**config.mk**
```make
export PLATFORM = sky130hd
export DESIGN_NAME = opp_regs
export DESIGN_NICKNAME = d
export VERILOG_FILES = /design/src/hw/rtl/opp_pkg.sv /design/src/hw/rtl/opp_regs.sv
export SDC_FILE = /design/constraint.sdc
export NUM_CORES = 1
export LEC_CHECK = 0
export ABC_AREA = 1
export ABC_CLOCK_PERIOD_IN_PS = 2700
export BUFFER_PORTS_ARGS = -buffer_cell sky130_fd_sc_hd__buf_2
export CORE_AREA = 3 3 95 97
export DETAILED_ROUTE_END_ITERATION = 6
export DIE_AREA = 0 0 98 100
export GPL_ROUTABILITY_DRIVEN = 0
export PLACE_DENSITY = 0.87
export SKIP_CTS_REPAIR_TIMING = 1
export SLEW_MARGIN = 20
export SYNTH_ARGS = -nofsm -noshare
export SYNTH_HDL_FRONTEND = slang
export SYNTH_SLANG_ARGS = --single-unit
export TNS_END_PERCENT = 100
```
**constraint.sdc**
```tcl
create_clock -name i_clk -period 2.7 [get_ports i_clk]
set_clock_uncertainty 0.2 [all_clocks]
set_input_delay 0.135 -clock i_clk [delete_from_list [all_inputs] [get_ports i_clk]]
set_output_delay 0.135 -clock i_clk [all_outputs]
set_load 0.03 [all_outputs]
```
**src/hw/rtl/opp_pkg.sv**
```systemverilog
package opp_pkg;

    localparam int MAX_FRAMES = 1024;
    localparam int IDX_W      = $clog2(MAX_FRAMES);
    localparam int CNT_W      = IDX_W + 1;
    localparam int SAMPLE_W   = 24;
    localparam int SUM_W      = SAMPLE_W + CNT_W - 1;
    localparam int THR_W      = SAMPLE_W + 1;
    localparam int WAIT_W     = 10;
    localparam int MSPAN_W    = 4;
    localparam int ASPAN_W    = 6;
    localparam int WCNT_W     = ASPAN_W + 1;
    localparam int ACC_W      = SAMPLE_W + ASPAN_W;
    localparam int PADDR_W    = 5;
    localparam int PDATA_W    = 32;

    localparam logic [2:0] REG_FIXED_THR = 3'd0;
    localparam logic [2:0] REG_DELTA     = 3'd1;
    localparam logic [2:0] REG_WAIT      = 3'd2;
    localparam logic [2:0] REG_LMAX      = 3'd3;
    localparam logic [2:0] REG_RMAX      = 3'd4;
    localparam logic [2:0] REG_LAVG      = 3'd5;
    localparam logic [2:0] REG_RAVG      = 3'd6;

    typedef struct packed {
        logic signed [SAMPLE_W-1:0] fixed_thr;
        logic signed [SAMPLE_W-1:0] delta;
        logic [WAIT_W-1:0]          wait_frames;
        logic [MSPAN_W-1:0]         lmax;
        logic [MSPAN_W-1:0]         rmax;
        logic [ASPAN_W-1:0]         lavg;
        logic [ASPAN_W-1:0]         ravg;
    } t_cfg;

    typedef struct packed {
        logic load;
        logic thr_start;
        logic thr_take;
        logic setup;
        logic cur_rd;
        logic cur_take;
        logic walk;
        logic pre_start;
        logic pre_take;
        logic post_start;
        logic post_take;
        logic finish;
    } t_cmd;

    typedef struct packed {
        logic none_left;
        logic walk_last;
        logic div_done;
        logic out_free;
    } t_sts;

endpackage

```
**src/hw/rtl/opp_regs.sv**
```systemverilog
module opp_regs (
    input  logic                        i_clk,
    input  logic                        i_rst_n,
    input  logic                        psel,
    input  logic                        penable,
    input  logic                        pwrite,
    input  logic [opp_pkg::PADDR_W-1:0] paddr,
    input  logic [opp_pkg::PDATA_W-1:0] pwdata,
    output logic [opp_pkg::PDATA_W-1:0] prdata,
    output opp_pkg::t_cfg               o_cfg
);
    import opp_pkg::*;

    t_cfg       r_cfg;
    logic [2:0] idx;

    assign idx = paddr[4:2];
    assign o_cfg = r_cfg;

    always_ff @(posedge i_clk) begin
        if (!i_rst_n) begin
            r_cfg.fixed_thr   <= '0;
            r_cfg.delta       <= '0;
            r_cfg.wait_frames <= '0;
            r_cfg.lmax        <= MSPAN_W'(1);
            r_cfg.rmax        <= MSPAN_W'(1);
            r_cfg.lavg        <= ASPAN_W'(1);
            r_cfg.ravg        <= ASPAN_W'(1);
        end else if (psel && penable && pwrite) begin
            unique case (idx)
                REG_FIXED_THR: r_cfg.fixed_thr   <= pwdata[SAMPLE_W-1:0];
                REG_DELTA:     r_cfg.delta       <= pwdata[SAMPLE_W-1:0];
                REG_WAIT:      r_cfg.wait_frames <= pwdata[WAIT_W-1:0];
                REG_LMAX:      r_cfg.lmax        <= pwdata[MSPAN_W-1:0];
                REG_RMAX:      r_cfg.rmax        <= pwdata[MSPAN_W-1:0];
                REG_LAVG:      r_cfg.lavg        <= pwdata[ASPAN_W-1:0];
                REG_RAVG:      r_cfg.ravg        <= pwdata[ASPAN_W-1:0];
                default: ;
            endcase
        end
    end

    always_comb begin
        unique case (idx)
            REG_FIXED_THR: prdata = PDATA_W'(unsigned'(r_cfg.fixed_thr));
            REG_DELTA:     prdata = PDATA_W'(unsigned'(r_cfg.delta));
            REG_WAIT:      prdata = PDATA_W'(r_cfg.wait_frames);
            REG_LMAX:      prdata = PDATA_W'(r_cfg.lmax);
            REG_RMAX:      prdata = PDATA_W'(r_cfg.rmax);
            REG_LAVG:      prdata = PDATA_W'(r_cfg.lavg);
            REG_RAVG:      prdata = PDATA_W'(r_cfg.ravg);
            default:       prdata = '0;
        endcase
    end

endmodule

```
==> qor.csv <==
stage,metric,value,unit
status,status,"complete, but fails checks",
status,failing checks,negative hold slack,
grt,largest net degree at the start of global routing,79,
finish,Ant. Diodes,0,
yosys,Synthesis Warnings,0,
setup_path,"Critical Path, Cell by Cell",buf_2 > inv_2 > nand2_1 > nor2_4 > buf_4 > nand2_1 > nand2_1 > buf_2,
clock_network,clk root buf,clkbuf_8,
sta,final setup vio count,0,
sta,Slew Limit Fails,0,
grt,grt ovf,0,
finish,Non-Filler Instances,859,
yosys,mux share of post-synthesis cell area,0,
floorplanning,Core ar.,8220,um2
sta,Final WS setup,594,ps
drt,Via-to-Cell Ratio,5.01,
yosys,Post-Synthesis Cell Area,3970,um2
setup_path,reg2reg setup slack,1870,ps
clock_network,Longest Clk Path Bufs,2,
drt,DRT Wirelength,11600,um
sta,worst relative slew slack,0.560,
grt,first-pass GRT wire length,17700,um
clock_network,Clock Latency Late Sink,340,ps
clock_network,htree depth,3,
sta,top achievable clock speed,475,MHz
setup_path,CP arrival,1770,ps
place,dpl hpwl,7660,um
setup_path,Worst setup EP type,output pin,
drt,drt pass-1 iters,4,
setup_path,sum of buffers and inverters on the critical path,4,
clock_network,TritonCTS clock tree,yes,
finish,fillers,765,
yosys,Synth Area in XOR/XNOR,0,
sta,Tightest Pin Transition,657,ps
hold_path,min-delay worst type,input pin to flip-flop,
floorplanning,Die ar.,9800,um2
floorplanning,starting density of the core,0.483,
grt,initial antenna violation count,1,
sta,Final period util,0.780,
setup_path,most frequent cell on the critical path,nand2_1,
setup_path,worst r2r dst,o_cfg[16],
setup_path,crit start category,input pin,
setup_path,WP depth,8,
sta,setup tns final,0,ps
finish,"commonest cells after routing, fill and taps aside","178 x nand2_1, 166 x nor2_1, 133 x buf_2",
place,Port Buf Inserts,133,
pwr,Design Power,2.64,mW
setup_path,"delay-heaviest family, CP",buffers and inverters,
setup_path,RR Startpoint,o_cfg[16],
drt,Routed Antenna Nets,0,
sta,RSZ-0062 raised after global routing,false,
yosys,sequential element share of the synthesized area,0.394,
clock_network,"CTS clk-pin slew, worst paths",80,ps
pwr,Static Leak,2.59,nW
floorplanning,Die W,98,um
finish,layout cells sized above 1,0.225,
finish,P&R area growth vs syn,26.0,%
setup_path,CP Launch Point,paddr[2],
yosys,largest family of logic cells by synthesized area,simple AND/OR/NAND/NOR gates,
yosys,post-synthesis cell type count,21,
setup_path,CP max-delay cell,buf_4,
place,placed cells,824,
yosys,synthesized area per cell,6.40,um2
setup_path,termination of the worst setup path,prdata[13],
setup_path,crit-path max FO,19,
clock_network,clk sink count,78,
finish,"commonest non-fill, non-tap cell in the layout",nand2_1,
sta,worst hold slack,-16.0,ps
drt,DRT iter0 DRCs,162,
sta,final count of hold timing violations,2,
drt,via count,4301,
pwr,pwr/cell area,528,nW/um2
finish,max reg flops,78,
drt,Avg WL per Cell,13.5,um
flow_run,Max Cap Violations,0,
grt,GRT Util Overall,0.219,
grt,number of global-route vias before repair,3720,
yosys,Post-Synthesis Cells,620,
pwr,VDD IR max,0.304,mV
floorplanning,boundary pin count,152,
place,post-place setup slack,635,ps
floorplanning,Cell Rows,33,
drt,DRC Markers,0,
finish,Nets,791,
yosys,simple logic cell fraction of the synthesized area,0.489,
sta,fin crit period,2110,ps
setup_path,Critical Setup Path Class,input pin to output pin,
setup_path,CP peak stage delay,310,ps
clock_network,Num CTS Buffers,9,
floorplanning,die height,100,um
yosys,post-synthesis sequential element count,78,
setup_path,worst-case reg-to-reg path depth,2,
setup_path,CP required,2370,ps
yosys,Synth Area in Adders,0,
yosys,Compound-Gate Fraction of Synth Area,0.00505,
[synth_stat cells]
| master | n | area (um2) |
|---|---|---|
| nor2_2 | 5 | 31.3 |
| nand3_4 | 1 | 17.5 |
| nand4_1 | 18 | 113 |
| nand3_1 | 84 | 420 |
| inv_6 | 1 | 8.76 |
| buf_2 | 14 | 70.1 |
| nor2_4 | 3 | 33.8 |
| clkinv_1 | 1 | 3.75 |
| dfxtp_1 | 78 | 1560 |
| inv_1 | 28 | 105 |
| buf_1 | 4 | 15.0 |
| nor2_1 | 166 | 623 |
| inv_2 | 2 | 7.51 |
| clkbuf_1 | 5 | 18.8 |
| nand2_4 | 1 | 11.3 |
| conb_1 | 1 | 3.75 |
| buf_4 | 18 | 135 |
| buf_6 | 7 | 78.8 |
| o21ai_0 | 4 | 20.0 |
| nand2_1 | 178 | 668 |
| nor2_8 | 1 | 20.0 |
[how the worst min path moves through the flow]
stage	from	to	slack, ps	cells past startpoint
5_1_grt	pwdata[5]	o_cfg[5]	4	5
4_1_cts	pwdata[0]	o_cfg[0]	-120	3
3_5_place_dp	pwdata[0]	o_cfg[12]	250	3
2_1_floorplan	pwdata[0]	o_cfg[12]	60	2
3_3_place_gp	pwdata[0]	o_cfg[12]	240	3
6_report	pwdata[5]	o_cfg[11]	-20	5
[report_power, final]
part / leakage (nW) / switching [mW] / internal, mW
Clock: 0.132 / 0.433 / 0.731
Sequential: 0.630 / 0.0121 / 1.16
Combinational: 1.83 / 0.206 / 0.0919
Total: 2.59 / 0.651 / 1.99
[cells by family (layout without fill, tap and decap cells)]
group,count (synthesis),in the layout
and+or+nand+nor,457,457
buffers and inverters,80,207
DFF,78,78
AOI/OAI and AO/OA,4,4
other,1,8
[per-stage QoR]
step	util	area (um2)
2_1_floorplan	-	3990
3_3_place_gp	0.552	4540
3_5_place_dp	0.552	4540
4_1_cts	0.585	4810
5_1_grt	0.608	5000
6_report	0.608	5000
[layer usage]
layer  GRT usage  vias to the layer above  share of wire
met5           0                        -        0.00060
met4      0.0501                        2          0.010
met1       0.279                     1947           0.43
met2       0.368                      170           0.48
li1            -                     2168              -
met3      0.0625                       14          0.079
[worst reg2reg max path, cell delays in order, from the launching register on]
cell and delay, ps:
dfxtp_1 330, o21ai_0 80, nand3_1 100
[final cells by class]
type | count | area (um2) | area share
repair buffers | 159 | 921 | 0.184
inverters | 32 | 125 | 0.0250
well taps | 105 | 131 | 0.0263
multi-input cells | 469 | 1990 | 0.398
flip-flops and latches | 78 | 1560 | 0.312
clock buffers | 10 | 138 | 0.0275
clock inverters | 6 | 133 | 0.0265
Note: power is estimated with default switching activity, not from simulation.
