## src/hw/rtl/opp_pkg.sv

```systemverilog
package opp_pkg;

    localparam int MAX_FRAMES = 1024;
    localparam int IDX_W      = $clog2(MAX_FRAMES);
    localparam int CNT_W      = IDX_W + 1;
    localparam int SAMPLE_W   = 24;
    localparam int SUM_W      = SAMPLE_W + CNT_W - 1;
    localparam int THR_W      = SAMPLE_W + 1;
    localparam int WAIT_W     = 10;
    localparam int MSPAN_W    = 4;
    localparam int ASPAN_W    = 6;
    localparam int WCNT_W     = ASPAN_W + 1;
    localparam int ACC_W      = SAMPLE_W + ASPAN_W;
    localparam int PADDR_W    = 5;
    localparam int PDATA_W    = 32;

    localparam logic [2:0] REG_FIXED_THR = 3'd0;
    localparam logic [2:0] REG_DELTA     = 3'd1;
    localparam logic [2:0] REG_WAIT      = 3'd2;
    localparam logic [2:0] REG_LMAX      = 3'd3;
    localparam logic [2:0] REG_RMAX      = 3'd4;
    localparam logic [2:0] REG_LAVG      = 3'd5;
    localparam logic [2:0] REG_RAVG      = 3'd6;

    typedef struct packed {
        logic signed [SAMPLE_W-1:0] fixed_thr;
        logic signed [SAMPLE_W-1:0] delta;
        logic [WAIT_W-1:0]          wait_frames;
        logic [MSPAN_W-1:0]         lmax;
        logic [MSPAN_W-1:0]         rmax;
        logic [ASPAN_W-1:0]         lavg;
        logic [ASPAN_W-1:0]         ravg;
    } t_cfg;

    typedef struct packed {
        logic load;
        logic thr_start;
        logic thr_take;
        logic setup;
        logic cur_rd;
        logic cur_take;
        logic walk;
        logic pre_start;
        logic pre_take;
        logic post_start;
        logic post_take;
        logic finish;
    } t_cmd;

    typedef struct packed {
        logic none_left;
        logic walk_last;
        logic div_done;
        logic out_free;
    } t_sts;

endpackage

```

## src/hw/rtl/opp_ctrl.sv

```systemverilog
module opp_ctrl (
    input  logic          i_clk,
    input  logic          i_rst_n,
    input  logic          i_in_valid,
    input  logic          i_mode,
    input  logic          i_last,
    output logic          o_in_ready,
    input  opp_pkg::t_sts i_sts,
    output opp_pkg::t_cmd o_cmd
);
    import opp_pkg::*;

    typedef enum logic [12:0] {
        S_IDLE       = 13'b0000000000001,
        S_THR_START  = 13'b0000000000010,
        S_THR_WAIT   = 13'b0000000000100,
        S_SETUP      = 13'b0000000001000,
        S_CUR_RD     = 13'b0000000010000,
        S_CUR_WAIT   = 13'b0000000100000,
        S_WALK       = 13'b0000001000000,
        S_DRAIN      = 13'b0000010000000,
        S_PRE_START  = 13'b0000100000000,
        S_PRE_WAIT   = 13'b0001000000000,
        S_POST_START = 13'b0010000000000,
        S_POST_WAIT  = 13'b0100000000000,
        S_FINISH     = 13'b1000000000000
    } t_state;

    t_state r_state, n_state;
    logic   accept;

    assign o_in_ready = (r_state == S_IDLE);
    assign accept     = i_in_valid && o_in_ready;

    always_ff @(posedge i_clk) begin
        if (!i_rst_n)
            r_state <= S_IDLE;
        else
            r_state <= n_state;
    end

    always_comb begin
        n_state = r_state;
        o_cmd   = '0;
        unique case (r_state)
            S_IDLE: begin
                if (accept) begin
                    if (i_mode)
                        n_state = S_SETUP;
                    else begin
                        o_cmd.load = 1'b1;
                        if (i_last)
                            n_state = S_THR_START;
                    end
                end
            end
            S_THR_START: begin
                o_cmd.thr_start = 1'b1;
                n_state = S_THR_WAIT;
            end
            S_THR_WAIT: begin
                if (i_sts.div_done) begin
                    o_cmd.thr_take = 1'b1;
                    n_state = S_IDLE;
                end
            end
            S_SETUP: begin
                o_cmd.setup = 1'b1;
                n_state = i_sts.none_left ? S_FINISH : S_CUR_RD;
            end
            S_CUR_RD: begin
                o_cmd.cur_rd = 1'b1;
                n_state = S_CUR_WAIT;
            end
            S_CUR_WAIT: begin
                o_cmd.cur_take = 1'b1;
                n_state = S_WALK;
            end
            S_WALK: begin
                o_cmd.walk = 1'b1;
                if (i_sts.walk_last)
                    n_state = S_DRAIN;
            end
            S_DRAIN: begin
                n_state = S_PRE_START;
            end
            S_PRE_START: begin
                o_cmd.pre_start = 1'b1;
                n_state = S_PRE_WAIT;
            end
            S_PRE_WAIT: begin
                if (i_sts.div_done) begin
                    o_cmd.pre_take = 1'b1;
                    n_state = S_POST_START;
                end
            end
            S_POST_START: begin
                o_cmd.post_start = 1'b1;
                n_state = S_POST_WAIT;
            end
            S_POST_WAIT: begin
                if (i_sts.div_done) begin
                    o_cmd.post_take = 1'b1;
                    n_state = S_FINISH;
                end
            end
            S_FINISH: begin
                if (i_sts.out_free) begin
                    o_cmd.finish = 1'b1;
                    n_state = S_IDLE;
                end
            end
            default: n_state = S_IDLE;
        endcase
    end

endmodule

```

## config.mk

```make
export PLATFORM = sky130hd
export DESIGN_NAME = opp_ctrl
export DESIGN_NICKNAME = d
export VERILOG_FILES = /design/src/hw/rtl/opp_pkg.sv /design/src/hw/rtl/opp_ctrl.sv
export SDC_FILE = /design/constraint.sdc
export NUM_CORES = 1
export LEC_CHECK = 0
export BUFFER_PORTS_ARGS = -buffer_cell sky130_fd_sc_hd__buf_2
export CAP_MARGIN = 15
export CELL_PAD_IN_SITES_DETAIL_PLACEMENT = 0
export CELL_PAD_IN_SITES_GLOBAL_PLACEMENT = 1
export CORE_MARGIN = 2
export CORE_UTILIZATION = 38
export CTS_CLUSTER_DIAMETER = 100
export DETAILED_ROUTE_END_ITERATION = 6
export GPL_ROUTABILITY_DRIVEN = 0
export PLACE_DENSITY_LB_ADDON = 0.1
export REMOVE_ABC_BUFFERS = 1
export SLEW_MARGIN = 20
export SYNTH_ARGS = -nofsm -noshare
export SYNTH_HDL_FRONTEND = slang
export SYNTH_SLANG_ARGS = --single-unit
```

## constraint.sdc

```tcl
create_clock -name i_clk -period 2.9 [get_ports i_clk]
set_input_delay 0.29 -clock i_clk [delete_from_list [all_inputs] [get_ports i_clk]]
set_output_delay 0.29 -clock i_clk [all_outputs]
set_load 0.02 [all_outputs]
```

==> results.txt, run 1 <==
* Maximum vdd ir drop: 0.257 mV
- Data required time of the worst path: 2610 ps
- Leading registers by flop count: r_state x13
* Number of diodes: 0
- Area of the mapped netlist: 967 sq um
- Cell family with most CP delay: simple AND/OR/NAND/NOR gates
* Leakage: 0.000460 uW
- The worst path needs 2660 ps of the cycle, external delays included.
- Most common flop cell mapped by yosys: dfxtp_1
* Hold_ws: 186 ps
* TritonCTS clock tree: built
- Remaining design rule violation count: 0
- Clock tree sinks: 13
* Commonest cells post-synth: dfxtp_1, nor3_1, inv_1
- Number of antenna violations at the first check in global routing: 0
- After clock tree synthesis, the clock-pin slew on the worst setup and hold paths is 90 ps.
- Dividing the detail-routed wire length by the instance count gives 14.4 microns.
- Routing usage on met2: 0.309
- In this run, synthesis inferred 0 flip-flops with an integrated enable.
- Data on the critical path arrives at its endpoint at 2370 ps.
- The startpoint identified for the worst hold timing path is i_sts[3].
- Area enclosed by the die boundary: 0.00296 sq mm
- Hold bufs inserted after CTS: 0
- Core area: 0.00245 sq mm
- Register with the most flip-flops: r_state
- The initial utilization of the core area, before any placement, comes to 0.394.
- In this run the worst hold path is classified as input pin to flop.
- The critical path goes through or4_1, nor3_2, nand2_1, nor3b_1, buf_2.
- The share of the Yosys chip area taken by registers is 0.269.
- Largest register FFs: 13
* Clk_skew: 6.80 ps
- STA classifies the critical path startpoint as a flop.
- Setup total negative slack on the finished layout was measured at 0 ps.
* Antenna Nets Post-Route: 0
* Total detailed-routing wirelength: 2.41 mm
- Worst Path Class, Setup: flop to primary output
- At the end of the flow, the number of nets in the layout was 147.
- RSZ-0062 raised after global routing: false
* Number of distinct library cells after synthesis: 42
* Y dimension of the die: 54.5 microns
* Total of fill cells in the finished design: 266
- Hold Path Cell Cnt: 2
* Area Overhead vs Synth: 11.9%
- In this run the critical register-to-register path is launched from r_state[0]$_SDFFE_PN1P_.
- After synthesis the netlist holds a flip-flop and latch count of 13.
- The clock passes through at most 2 buffers.
- Worst path slowest cell: or4_1
- Number of max-slew violations in the final report: 0
- The number of global-route vias before repair is 851.
- Synth area leaders: dfxtp_1, nor3_1, nor4_1
* Upper clock frequency limit: 376 MHz
- Met1 track demand over resource: 0.244
* Terminating pin of the worst hold path: r_state[4]$_SDFFE_PN0P_
- Clock buffers created by TritonCTS: 3
- The critical path runs through a total of 5 cells.
* Maximum number of pins on one net before global-route repair: 11
* # port buffers: 21
- The endpoint identified for the worst register-to-register timing path is r_state[0]$_SDFFE_PN1P_.
- R2R cell count: 5
* Maximum single-stage delay on the critical path: 690 ps
- Along the worst path, the maximum fanout reaches 8.
* Worst path buffer plus inverter count: 1
- In this run the power density over the cells is 424 mW/mm^2.
* Count of endpoints failing hold in the final timing report: 0
- Setup slack on the worst flop-to-flop path: 580 ps
- For this run, asynchronously set or reset flops after synthesis account for 0.
- Of the cells placed in the final design, the portion with a size suffix greater than 1 is 0.241.
* Mean Syn Cell Area: 8.06 sq um
- Avg Vias per Cell: 5.65
- Count of TritonRoute iterations in the first routing pass: 4
- Setup violations remaining at the end of the flow were counted as 0.
* Slew of the pin with the lowest slew margin: 756 ps
- Across the run, the number of max-cap violations was 0.
- STA classifies the critical path endpoint as a primary output.
- Placed wire-length estimate: 1.87 mm
* Initial DRC Count: 14
- For the worst-skew pair, the clock arrives at the later sink with an insertion delay of 290 ps.
- Relative slew margins: 0.491
- In the finished design, the share of the clock period the worst path needs comes to 0.917.
- Overall routing resource usage: 0.191
- Measured along the x axis, the die boundary spans 54.5 microns.
- dfxtp_1 takes more of the synthesized area than any other cell.
- The run finished with clean final reports.
- The first global-routing pass estimated 3.97 mm of wire.
* Depth of the CTS H-tree: 1
* Synth warn: 0
- Standard-cell rows: 18
- Top cell type's share of synthesized area: 0.269
- Clock Tree Root: clkbuf_4
* Syn Inst Count: 120
- Buffers added to address setup during post-CTS repair amount to 0.
* Most frequent cell after synthesis: dfxtp_1
* Busiest grt layer: met2
- For met3 alone, demand over resource in global routing was 0.0574.
* Num ports: 22
* Critical Path Source: r_state[0]$_SDFFE_PN1P_
- The detailed router placed 944 vias in this run.
- Count of cells resized by post-cts repair: 0
- GRT Residual Overflow: 0
-- metal layers --
| layer | wire (microns) | share of wire |
|---|---|---|
| met1 | 1150 | 0.48 |
| met2 | 1140 | 0.48 |
| met3 | 94 | 0.039 |
| met4 | 20 | 0.0083 |
| met5 | 0 | 0 |
-- area by class of cell --
| cell class | instances | area, sq um | share of cell area |
|---|---|---|---|
| well taps | 30 | 37.5 | 0.0347 |
| flip-flops and latches | 13 | 260 | 0.240 |
| multi-input cells | 90 | 618 | 0.571 |
| clock inverters | 1 | 5.00 | 0.00462 |
| clock buffers | 3 | 22.5 | 0.0208 |
| inverters | 9 | 33.8 | 0.0312 |
| repair buffers | 21 | 105 | 0.0971 |
-- cell families after synthesis --
kind of cell | Yosys count | synth area share
AND/OR/NAND/NOR | 61 | 0.413
AO/OA/AOI/OAI | 24 | 0.181
flip-flops | 13 | 0.269
buffers and inverters | 17 | 0.0918
XOR/XNOR | 5 | 0.0453
-- worst max path at each step --
| stage | to | slack [ps] |
|---|---|---|
| floorplan | o_cmd[10] | 480 |
| global placement | o_cmd[4] | 470 |
| detailed placement | o_cmd[4] | 530 |
| CTS | o_cmd[4] | 210 |
| global route | o_cmd[4] | 50 |
| finish | o_cmd[4] | 240 |
-- layout by cell type, fill, tap and decap left out, drive strengths merged, types with 2 or more instances in the layout --
master	n
or2	2
nor4	7
nor4b	4
nand4	2
nor2	8
nor3	11
a21oi	2
dfxtp	13
xnor2	2
nor2b	2
a21boi	2
o21a	5
clkbuf	3
nand2b	4
or3	3
nand2	4
o211a	2
xor2	3
o21ai	5
or4b	2
nor3b	2
nand3	2
or4	3
a211oi	2
inv	9
buf	21
-- worst reg2reg max path: stages (launching register included) --
cell and delay (ps):
dfxtp_1 360, or4_1 690, nor4_1 430, o21ai_0 350, a31oi_1 280, o21ai_1 90
-- power breakdown --
| group | internal [uW] | switching [uW] |
|---|---|---|
| Sequential | 185 | 10.5 |
| Clock | 51.3 | 67.3 |
| Combinational | 57.3 | 87.9 |
| Total | 294 | 166 |
-- through the flow --
step           utilization  power [uW]  instances  setup slack, ps  instance area, sq um
2_1_floorplan            -         302        112              478                   912
3_3_place_gp         0.430         345        163              472                  1050
3_5_place_dp         0.430         344        163              529                  1050
4_1_cts              0.441         462        167              214                  1080
5_1_grt              0.441         495        167             47.7                  1080
6_report             0.441         459        167              241                  1080
Power figures use the tool's default switching activity.
==> inputs of run 2 (changes only) <==
--- a/config.mk
+++ b/config.mk
@@ -10,7 +10,7 @@
 export CELL_PAD_IN_SITES_DETAIL_PLACEMENT = 0
 export CELL_PAD_IN_SITES_GLOBAL_PLACEMENT = 1
 export CORE_MARGIN = 2
-export CORE_UTILIZATION = 38
+export CORE_UTILIZATION = 30
 export CTS_CLUSTER_DIAMETER = 100
 export DETAILED_ROUTE_END_ITERATION = 6
 export GPL_ROUTABILITY_DRIVEN = 0
==> run 2 against run 1 <==
Setup slack worse by 92 ps. Core utilization is 8.1 points lower. Worst hold slack better by 4.5 ps. Total power is 0.32% higher. Critical path type unchanged. Critical endpoint unchanged. Largest cell class unchanged. Largest power group unchanged. Highest routed layer unchanged.
==> results.txt, run 2 (synthesis results as in run 1) <==
* Startpoint of the tightest hold check path: i_sts[3]
- Clock slew at the register clock pins of the worst setup and hold paths: 90 ps (about the same)
- Max-cap violations: 0 (unchanged)
- The number of buffers inserted during clock tree synthesis came to 3 (unchanged).
- The post-CTS repair timing setup buffer count was 0 (unchanged).
- The share of layout cells above drive strength 1 came to 0.234 (-0.00730).
- Count of TritonRoute iterations in the first routing pass: 6 (+2)
- Slew of the pin with the lowest slew margin: 669 ps (-86.9 ps)
- Maximum single-stage delay on the critical path: 700 ps (about the same)
* Standard-cell rows: 20 (+2)
- The post-route setup TNS came to 0 ps (unchanged).
- R2R cell count: 5 (unchanged)
- Clock Tree Root: clkbuf_4
- The top-level port count came to 22 (unchanged).
* Final WS setup: 149 ps (-92.4 ps)
- The number of failing setup endpoints in the final timing report is 0 (unchanged).
- The total of hold buffers inserted after clock tree synthesis came to 0 (unchanged).
- Y dimension of the die: 60.8 microns (+12%)
* Nets: 147 (unchanged)
- The power density relative to cell area was 419 mW/mm^2 (-1.2%).
- The antenna violation net count after detailed routing was 0 (unchanged).
- Critical Path End Type: primary output
- Data required time of the worst path: 2610 ps (about the same)
* Count of cells resized by post-cts repair: 0 (unchanged)
* Worst Path Class, Setup: flop to primary output
* Terminating pin of the worst hold path: r_state[4]$_SDFFE_PN0P_
- Leakage: 0.000457 uW (-0.59%)
- Register with the most flip-flops: r_state
* Critical path fanouts, max: 8 (unchanged)
- Leading registers by flop count: r_state x13
* Clock tree sinks: 13 (unchanged)
- The endpoint identified for the worst register-to-register timing path is r_state[10]$_SDFFE_PN0P_.
* Remaining design rule violation count: 0 (unchanged)
- WL/cell: 14.1 microns (-1.9%)
- Met1 track demand over resource: 0.191 (-0.0534)
- The met3 track demand over resource in global routing is 0.0448 (-0.0126).
* Overall routing resource usage: 0.146 (-0.0449)
* Result of the run: complete, no violations
- STA classifies the critical path startpoint as a flop.
* Upper clock frequency limit: 364 MHz (-3.4%)
- Maximum vdd ir drop: 0.141 mV (-45%)
* Core area: 0.00305 sq mm (+24%)
* Number of antenna violations at the first check in global routing: 0 (unchanged)
- Compared with the post-synthesis result, the final layout area differs by 13.6%.
- Post-route core utilization: 0.360 (-0.0810)
* Largest register FFs: 13 (unchanged)
- Placed wire-length estimate: 1.95 mm (+4.1%)
- RSZ-0062 raised after global routing: false
- The starting density of the core came to 0.317 (-0.0772).
* Routed via count: 970 (+2.8%)
* Floorplan die width: 60.8 microns (+12%)
- The met2 global-route usage is 0.238 (-0.0711).
* Total power of the final layout: 461 uW (+0.32%)
* Number of max-slew violations in the final report: 0 (unchanged)
- The count of inserted antenna diode cells is 0 (unchanged).
- The number of global-route vias before repair was 857 (+0.71%).
* Setup slack on the worst flop-to-flop path: 600 ps (+20 ps)
- Crit path DAT: 2460 ps (+90 ps)
- For this design, the slowest cell found on the critical path is or4_1.
* Maximum number of pins on one net before global-route repair: 11 (unchanged)
- The maximum number of buffers from clock root to sink is 2 (unchanged).
- Final worst-path cycle share: 0.949 (+0.0319)
- GRT Residual Overflow: 0 (unchanged)
* Initial DRC Count: 40 (+26)
* Most common cell after layout, fill and taps aside: buf_2
- TritonCTS built the clock tree.
- Class of the tightest hold or removal check: input pin to flop
* Hold Path Cell Cnt: 2 (unchanged)
* Area enclosed by the die boundary: 0.00369 sq mm (+25%)
* Total detailed-routing wirelength: 2.56 mm (+6.3%)
* Avg Vias per Cell: 5.36 (-5.2%)
- Clk_skew: 1.23 ps (-5.57 ps)
- Cells traversed along the worst timing path: or4_1, nor3_2, nand2_1, nor3b_1, buf_2
* Beginning of the worst register-to-register path: r_state[0]$_SDFFE_PN1P_
- Final worst path period need: 2750 ps (+92.4 ps)
* Clock latency of the later-clocked register in the worst-skew pair: 280 ps (about the same)
- The worst relative slew slack was 0.549 (+0.0586).
* # port buffers: 21 (unchanged)
- The number of failing hold endpoints at the final stage is 0 (unchanged).
* Wire length of the first global-routing pass: 3.97 mm (+0.18%)
- met2 is the most crowded layer.
- Commonest cells after routing, fill and taps aside: buf_2, dfxtp_1, nor3_1
- Depth of the CTS H-tree: 1 (unchanged)
* Setup WS pre-CTS: 479 ps (-49.6 ps)
[run 2: changes by cell type in the layout (fill, tap and decap cells not counted), sizes merged]
cell    previous run  this run
clkbuf             3         4
clkinv             1         0
[run 2: worst max path at each step]
stage                                         from   endpoint  depth (start not counted)
after detailed placement   r_state[0]$_SDFFE_PN1P_   o_cmd[4]                          5
after global placement     r_state[0]$_SDFFE_PN1P_   o_cmd[4]                          5
after floorplan           r_state[11]$_SDFFE_PN0P_  o_cmd[10]                          3
final                      r_state[0]$_SDFFE_PN1P_   o_cmd[4]                          5
after global routing       r_state[0]$_SDFFE_PN1P_   o_cmd[4]                          5
after CTS                  r_state[0]$_SDFFE_PN1P_   o_cmd[4]                          5
[run 2: where the power goes]
group	internal [uW]	switching [uW]
registers	185	11.7
logic	57.2	87.7
clock network	53.4	65.6
total	296	165
[run 2: cell type report]
cell class | count | area [sq um]
Multi-Input combinational cell | 90 | 618
Fill cell | 331 | 1950
Clock buffer | 4 | 26.3
Sequential cell | 13 | 260
Tap cell | 44 | 55.1
Inverter | 9 | 33.8
Timing Repair Buffer | 21 | 105
[run 2: metal layers]
metal,share of wire,routed length [microns],up-vias
met5,0,0,-
met1,0.47,1200,453
met3,0.049,125,2
met2,0.48,1230,34
met4,0.0016,4,0
li1,-,-,481
[run 2: per-stage QoR]
stage	area, sq um	hold WS (ps)	instances
6_report	1100	191	181
5_1_grt	1100	193	181
4_1_cts	1100	190	181
3_5_place_dp	1070	492	177
3_3_place_gp	1070	496	177
2_1_floorplan	912	366	112
[run 2: worst max-delay path: cells and delay by family, from the launching register on]
| kind | cells | cell delay [ps] |
|---|---|---|
| flops | 1 | 380 |
| simple gates | 4 | 1580 |
| buf+inv | 1 | 220 |
